===== src/sv/sacl_pkg.sv =====
`default_nettype none

package sacl_pkg;

   // Cache geometry. All three are powers of two.
   localparam int NUM_SETS   = 8;
   localparam int WAYS       = 4;
   localparam int LINE_BYTES = 128;

   localparam int ADDR_BITS     = 32;
   localparam int COUNT_BITS    = 32;
   localparam int WAY_PORT_BITS = 2;

   localparam int OFFSET_BITS  = $clog2(LINE_BYTES);
   localparam int SET_BITS     = $clog2(NUM_SETS);
   localparam int SET_IDX_BITS = (SET_BITS > 0) ? SET_BITS : 1;
   localparam int WAY_BITS     = (WAYS > 1) ? $clog2(WAYS) : 1;
   localparam int TAG_BITS     = ADDR_BITS - OFFSET_BITS - SET_BITS;

   typedef logic [ADDR_BITS-1:0]               addr_type;
   typedef logic [TAG_BITS-1:0]                tag_type;
   typedef logic [SET_IDX_BITS-1:0]            set_type;
   typedef logic [WAY_BITS-1:0]                way_type;
   typedef logic [WAYS-1:0]                    way_mask_type;
   typedef logic [WAYS-1:0][TAG_BITS-1:0]      tag_row_type;
   typedef logic [COUNT_BITS-1:0]              count_type;

   // Result of comparing one set against a tag.
   typedef struct packed {
      logic    hit;
      way_type way;
   } match_type;

   function automatic set_type addr_set(addr_type addr);
      addr_type line_no;
      line_no = addr >> OFFSET_BITS;
      return set_type'(line_no % NUM_SETS);
   endfunction

   function automatic tag_type addr_tag(addr_type addr);
      return tag_type'(addr >> (OFFSET_BITS + SET_BITS));
   endfunction

endpackage

`default_nettype wire


===== src/sv/sacl_match.sv =====
`default_nettype none

module sacl_match (
   input  sacl_pkg::tag_row_type  row,
   input  sacl_pkg::way_mask_type valid,
   input  sacl_pkg::tag_type      tag,
   output sacl_pkg::match_type    match
);
   import sacl_pkg::*;

   // Parallel compare; lowest matching way wins.
   always_comb begin
      match.hit = 1'b0;
      match.way = '0;
      for (int w = WAYS - 1; w >= 0; w--) begin
         if (valid[w] && (row[w] == tag)) begin
            match.hit = 1'b1;
            match.way = way_type'(w);
         end
      end
   end

endmodule

`default_nettype wire


===== src/sv/set_assoc_cache_tag_lookup.sv =====
`default_nettype none

// Tag store of a set-associative cache with round-robin replacement. Each
// request transaction carries a byte address; the block splits it into line
// offset (ignored), set index and tag, compares all ways of the set and
// returns one response transaction: hit flag, the matching way (or the way
// just filled on a miss) and saturating access and hit counts including this
// transaction. Tags live in a synchronous memory with one row per set (all
// ways side by side), read when the request is taken; valid bits and the
// per-set victim pointers sit in flip-flops that reset clears, so there is
// no clearing pass after reset and the block is ready at once. A request
// goes through the tag memory read, then compare and write-back, before the
// response register; the next request is accepted in the compare cycle,
// so the block sustains one transaction per cycle while responses are taken.
// A miss written back in the same cycle as a read of the same set is
// forwarded from the write-back row. Stalls on the response side hold the
// compare stage and then the request side.
module set_assoc_cache_tag_lookup (
   input  wire                  clock,
   input  wire                  reset,
   input  wire                  req_valid,
   output logic                 req_ready,
   input  sacl_pkg::addr_type   req_address,
   output logic                 rsp_valid,
   input  wire                  rsp_ready,
   output logic                 rsp_hit,
   output logic [1:0]           rsp_way,
   output sacl_pkg::count_type  rsp_accesses,
   output sacl_pkg::count_type  rsp_hits
);
   import sacl_pkg::*;

   // Tag memory: one row of WAYS tags per set, contents undefined at reset.
   tag_row_type tag_mem [NUM_SETS];

   // Per-line valid bits and per-set round-robin pointers.
   logic [NUM_SETS-1:0][WAYS-1:0]     valid_ff, valid_in;
   logic [NUM_SETS-1:0][WAY_BITS-1:0] victim_ff, victim_in;

   // Compare stage.
   logic        lookup_ff, lookup_in;
   set_type     set_ff;
   tag_type     tag_ff;
   tag_row_type rdata_ff;
   logic        fwd_ff, fwd_in;
   tag_row_type fwd_row_ff;

   // Counters, also the count fields of the response.
   count_type access_cnt_ff, access_cnt_in;
   count_type hit_cnt_ff, hit_cnt_in;

   // Response register.
   logic    rsp_valid_ff, rsp_valid_in;
   logic    rsp_hit_ff;
   way_type rsp_way_ff;

   logic        req_fire;
   logic        lookup_fire;
   logic        mem_we;
   set_type     req_set;
   tag_row_type row_eff;
   tag_row_type row_new;
   way_type     victim;
   match_type   match;

   assign req_set     = addr_set(req_address);
   assign lookup_fire = lookup_ff && (!rsp_valid_ff || rsp_ready);
   assign req_ready   = !lookup_ff || lookup_fire;
   assign req_fire    = req_valid && req_ready;

   // Newest row of the set under compare: forwarded write-back or memory.
   assign row_eff = fwd_ff ? fwd_row_ff : rdata_ff;
   assign victim  = victim_ff[set_ff];

   sacl_match u_match (
      .row   (row_eff),
      .valid (valid_ff[set_ff]),
      .tag   (tag_ff),
      .match (match)
   );

   assign mem_we = lookup_fire && !match.hit;

   always_comb begin
      row_new         = row_eff;
      row_new[victim] = tag_ff;
   end

   // Next-state logic.
   always_comb begin
      valid_in      = valid_ff;
      victim_in     = victim_ff;
      access_cnt_in = access_cnt_ff;
      hit_cnt_in    = hit_cnt_ff;
      lookup_in     = lookup_ff;
      fwd_in        = fwd_ff;
      rsp_valid_in  = rsp_valid_ff;

      if (rsp_ready) begin
         rsp_valid_in = 1'b0;
      end
      if (lookup_fire) begin
         lookup_in    = 1'b0;
         rsp_valid_in = 1'b1;
         if (access_cnt_ff != '1) begin
            access_cnt_in = access_cnt_ff + 1'b1;
         end
         if (match.hit) begin
            if (hit_cnt_ff != '1) begin
               hit_cnt_in = hit_cnt_ff + 1'b1;
            end
         end else begin
            valid_in[set_ff][victim] = 1'b1;
            if (victim == way_type'(WAYS - 1)) begin
               victim_in[set_ff] = '0;
            end else begin
               victim_in[set_ff] = victim + 1'b1;
            end
         end
      end
      if (req_fire) begin
         lookup_in = 1'b1;
         fwd_in    = mem_we && (req_set == set_ff);
      end
   end

   // Tag memory: row write-back on a miss, registered read on acceptance.
   always_ff @(posedge clock) begin
      if (mem_we) begin
         tag_mem[set_ff] <= row_new;
      end
      if (req_fire) begin
         rdata_ff <= tag_mem[req_set];
      end
   end

   // Payload registers.
   always_ff @(posedge clock) begin
      if (req_fire) begin
         set_ff     <= req_set;
         tag_ff     <= addr_tag(req_address);
         fwd_row_ff <= row_new;
      end
      if (lookup_fire) begin
         rsp_hit_ff <= match.hit;
         rsp_way_ff <= match.hit ? match.way : victim;
      end
   end

   // Control state.
   always_ff @(posedge clock) begin
      if (reset) begin
         valid_ff      <= '0;
         victim_ff     <= '0;
         access_cnt_ff <= '0;
         hit_cnt_ff    <= '0;
         lookup_ff     <= 1'b0;
         fwd_ff        <= 1'b0;
         rsp_valid_ff  <= 1'b0;
      end else begin
         valid_ff      <= valid_in;
         victim_ff     <= victim_in;
         access_cnt_ff <= access_cnt_in;
         hit_cnt_ff    <= hit_cnt_in;
         lookup_ff     <= lookup_in;
         fwd_ff        <= fwd_in;
         rsp_valid_ff  <= rsp_valid_in;
      end
   end

   assign rsp_valid    = rsp_valid_ff;
   assign rsp_hit      = rsp_hit_ff;
   assign rsp_way      = WAY_PORT_BITS'(rsp_way_ff);
   assign rsp_accesses = access_cnt_ff;
   assign rsp_hits     = hit_cnt_ff;

   // Hits can never outrun accesses.
   a_hits_le_accesses: assert property (@(posedge clock) disable iff (reset)
      hit_cnt_ff <= access_cnt_ff)
      else $error("hit count exceeds access count");

   // A finished compare always lands in the response register.
   a_lookup_to_rsp: assert property (@(posedge clock) disable iff (reset)
      lookup_fire |=> rsp_valid_ff && !lookup_ff || rsp_valid_ff && $past(req_fire))
      else $error("compare result lost");

   // A miss leaves the filled line valid.
   a_fill_valid: assert property (@(posedge clock) disable iff (reset)
      mem_we |=> valid_ff[$past(set_ff)][$past(victim)])
      else $error("filled line not valid");

endmodule

`default_nettype wire


===== config.mk =====
export PLATFORM = sky130hd
export DESIGN_NAME = set_assoc_cache_tag_lookup
export DESIGN_NICKNAME = d
export VERILOG_FILES = /design/src/sv/sacl_pkg.sv /design/src/sv/sacl_match.sv /design/src/sv/set_assoc_cache_tag_lookup.sv
export SDC_FILE = /design/constraint.sdc
export NUM_CORES = 1
export LEC_CHECK = 0
export ABC_AREA = 1
export CORE_MARGIN = 5
export CORE_UTILIZATION = 61
export DETAILED_ROUTE_END_ITERATION = 10
export DONT_BUFFER_PORTS = 1
export GPL_TIMING_DRIVEN = 1
export PLACE_DENSITY = 0.77
export SLEW_MARGIN = 10
export SYNTH_ARGS = -nofsm -noshare
export SYNTH_HDL_FRONTEND = slang
export SYNTH_HIERARCHICAL = 1
export SYNTH_SLANG_ARGS = --single-unit

===== constraint.sdc =====
create_clock -name clock -period 8.8 [get_ports clock]
set_input_delay 0 -clock clock [delete_from_list [all_inputs] [get_ports clock]]
set_output_delay 0 -clock clock [all_outputs]
set_load 0.01 [all_outputs]

==> results.ini <==
[clocking]
root_buffer = clkbuf_16
cts_tree = done
cts_resized = 0
clk_pin_slew_ns = 0.06
clock_path_buffers = 3
cts_inserted_buffers = 102
cts_sinks = 1023
htreeDepth = 3
clock_latency_ns = 0.67

[place]
io_buffer_count = 0
place_area_um2 = 43900
gp_congestion = 0.912
dp_cells = 4620
pre_cts_ws_ns = 3.55
hpwl_mm = 53.7

[global_route]
antenna_found_initial = 3
overflow = 0
grt_usage_pct = 26.3
grt_pass1_wl_mm = 158
grt_pass1_vias = 27200
grt_max_degree = 353

[synthesis]
yosysSeqAreaShare_pct = 68.3
syn_nets = 3890
synth_edf_count = 908
ys_async_sr_fraction_pct = 0
avgSynthCellArea_um2 = 11.3
synthDistinctLibCells = 39
ys.flop_type = edfxtp_1
ys_top_cells_by_area = edfxtp_1, nand2_1, nor2_1
synth_top_area_share_pct = 62.9
synth_compound_area_share_pct = 9.08
postSynthCellCount = 3848
synth_top_area_cell = edfxtp_1
synth_simple_gate_area_share_pct = 15.0
synth_fa_ha_area_share_pct = 0.173
synth-seq-cells = 1023
syn_area_um2 = 43300
muxShareOfSynthArea_pct = 2.29
synth_xor_xnor_area_share_pct = 1.21
synth_top_family_by_area = simple AND/OR/NAND/NOR gates
synth_warnings = 6

[floorplanning]
die-area_um2 = 76400
coreArea_um2 = 70300
die_w_um = 276
initial_utilization_pct = 61.6
num_io_pins = 105
die_h_um = 276
row_count = 97

[timing]
rsz0062_at_grt = no
fin_worst_skew_ns = 0.0272
fin_crit_ns = 5.37
fin_setup_tns_ns = 0
hold_ws_ns = 0.0714
min_period_over_period_pct = 61.0
hold_violations = 0
slew_viol_final = 0
fmax_ghz = 0.186
setup_viol = 0
tightest_slew_ns = 1.14
slew_headroom_pct = 23.8
fin_ws_ns = 3.43

[drt]
via_per_inst = 6.00
drt_wl_total_mm = 104
drt_iter0_drc = 3475
post-route-drc-count = 0
ant_nets = 0
post_drt_wl_per_cell_um = 21.3
vias = 29200
dr.pass1.iters = 6

[power_and_ir_drop]
p_per_area_nw_per_um2 = 219
ir_drop_mv = 0.235
totalPowerFinal_mw = 10.5
power_leakage_nw = 16.9

[worst_setup_path]
crit_required_ns = 9.09
crit_chain = buf_4 -> mux2_2 -> xor2_1 -> nor2_1 -> nand2_1 -> nor2_1 -> nand3_1 -> o21ai_1 -> inv_1 -> nand2_1 -> nor2_1 -> inv_1 -> nor2_4 -> buf_4
worstSetupEndpointType = register
max_stage_delay_ns = 0.93
critPathSlowestCell = nor2_4
cp-start-kind = register
crit_arrival_ns = 5.66
cp_max_fo = 41
critPathKind = reg2reg
critPathMostFrequentCell = nor2_1

[finish]
layout-drive-gt1-share_pct = 10.4
diodes = 0
final_area_um2 = 47900
syn2layout_area_growth_pct = 10.7
fin_nets = 3887
final_util_pct = 68.2
stdcell_count = 4868

[status]
status = complete, no violations

[flow_run]
cap_violations = 0

[worst_hold_path]
worstHoldPathType = in2reg

## area by class of cell
type                       count  area [um2]
timing repair buffer          87         936
inverter                     229         877
multi-input combinational   2402       12100
clock buffer                 134        2740
fill                        4804       22300
clock inverter                53         572
sequential                  1023       29600
tap                          940        1180
## metal layers
metal / up-vias / GRT usage (%) / wire, um
li1: 13400 / - / -
met1: 14100 / 37.2 / 41100
met2: 1445 / 42.5 / 49400
met3: 246 / 4.54 / 10300
met4: 2 / 7.94 / 3200
met5: - / 0 / 13
## Yosys cell counts (39+ instances only)
cell,number
a21oi_2,41
buf_1,39
clkbuf_1,112
dfxtp_1,115
edfxtp_1,908
inv_1,205
mux2_2,88
nand2_1,768
nand2_2,43
nand3_1,44
nor2_1,728
o21ai_0,337
o32ai_1,176
## worst paths after layout
kind,cells past startpoint,startpoint,end,slack (ns)
worst max-delay path,14,fwd_ff,tag_mem[5][25],3.43
worst min-delay path,5,req_address[7],rdata_ff[20],0.07
worst max register to register,14,fwd_ff,tag_mem[5][25],3.43
worst min register to register,2,victim_ff[11],victim_ff[11],0.46
## flip-flops by register name (all words and copies together) (netlist names), 16 cells and up
signal / flops
tag_ff: 22
rsp_hits: 32
rsp_accesses: 32
valid_ff: 32
victim_ff: 16
fwd_row_ff: 88
tag_mem: 704
rdata_ff: 88
## worst max-delay path, delay by kind of cell, from the launching register on
family / cells / cell delay, ns
xor gates and xnor gates: 1 / 0.33
and+or+nand+nor: 7 / 1.74
AOI/OAI and AO/OA: 1 / 0.09
buffers and inverters: 4 / 1.72
DFF: 1 / 0.57
muxes: 1 / 0.44
## kinds of logic after synthesis
kind of cell | after synthesis
and+or+nand+nor | 1632
DFF | 1023
AOI/OAI and AO/OA | 616
buffers and inverters | 423
muxes | 88
xor gates and xnor gates | 60
adders and majority gates | 6
## cell usage in the layout (no fill, tap or decap), types with 55 or more instances in the layout
master	count
dlygate4sd3_1	55
clkbuf_16	104
o32ai_1	176
dfxtp_1	114
o21ai_0	337
edfxtp_1	908
nand2_1	768
nor2_1	721
inv_1	201
mux2_2	88
## timing repair
| item | in CTS | in global routing |
|---|---|---|
| hold buffers | 57 | 2 |
| setup buffers | 0 | 0 |
| endpoints found under the hold margin | 219 | 2 |
## power breakdown
group / internal (mW) / leakage (nW) / switching [mW]
clock network: 2.49 / 1.61 / 1.81
registers: 5.48 / 9.31 / 0.0496
logic: 0.178 / 6.00 / 0.479
No activity file was read; power rests on OpenSTA's default activity.
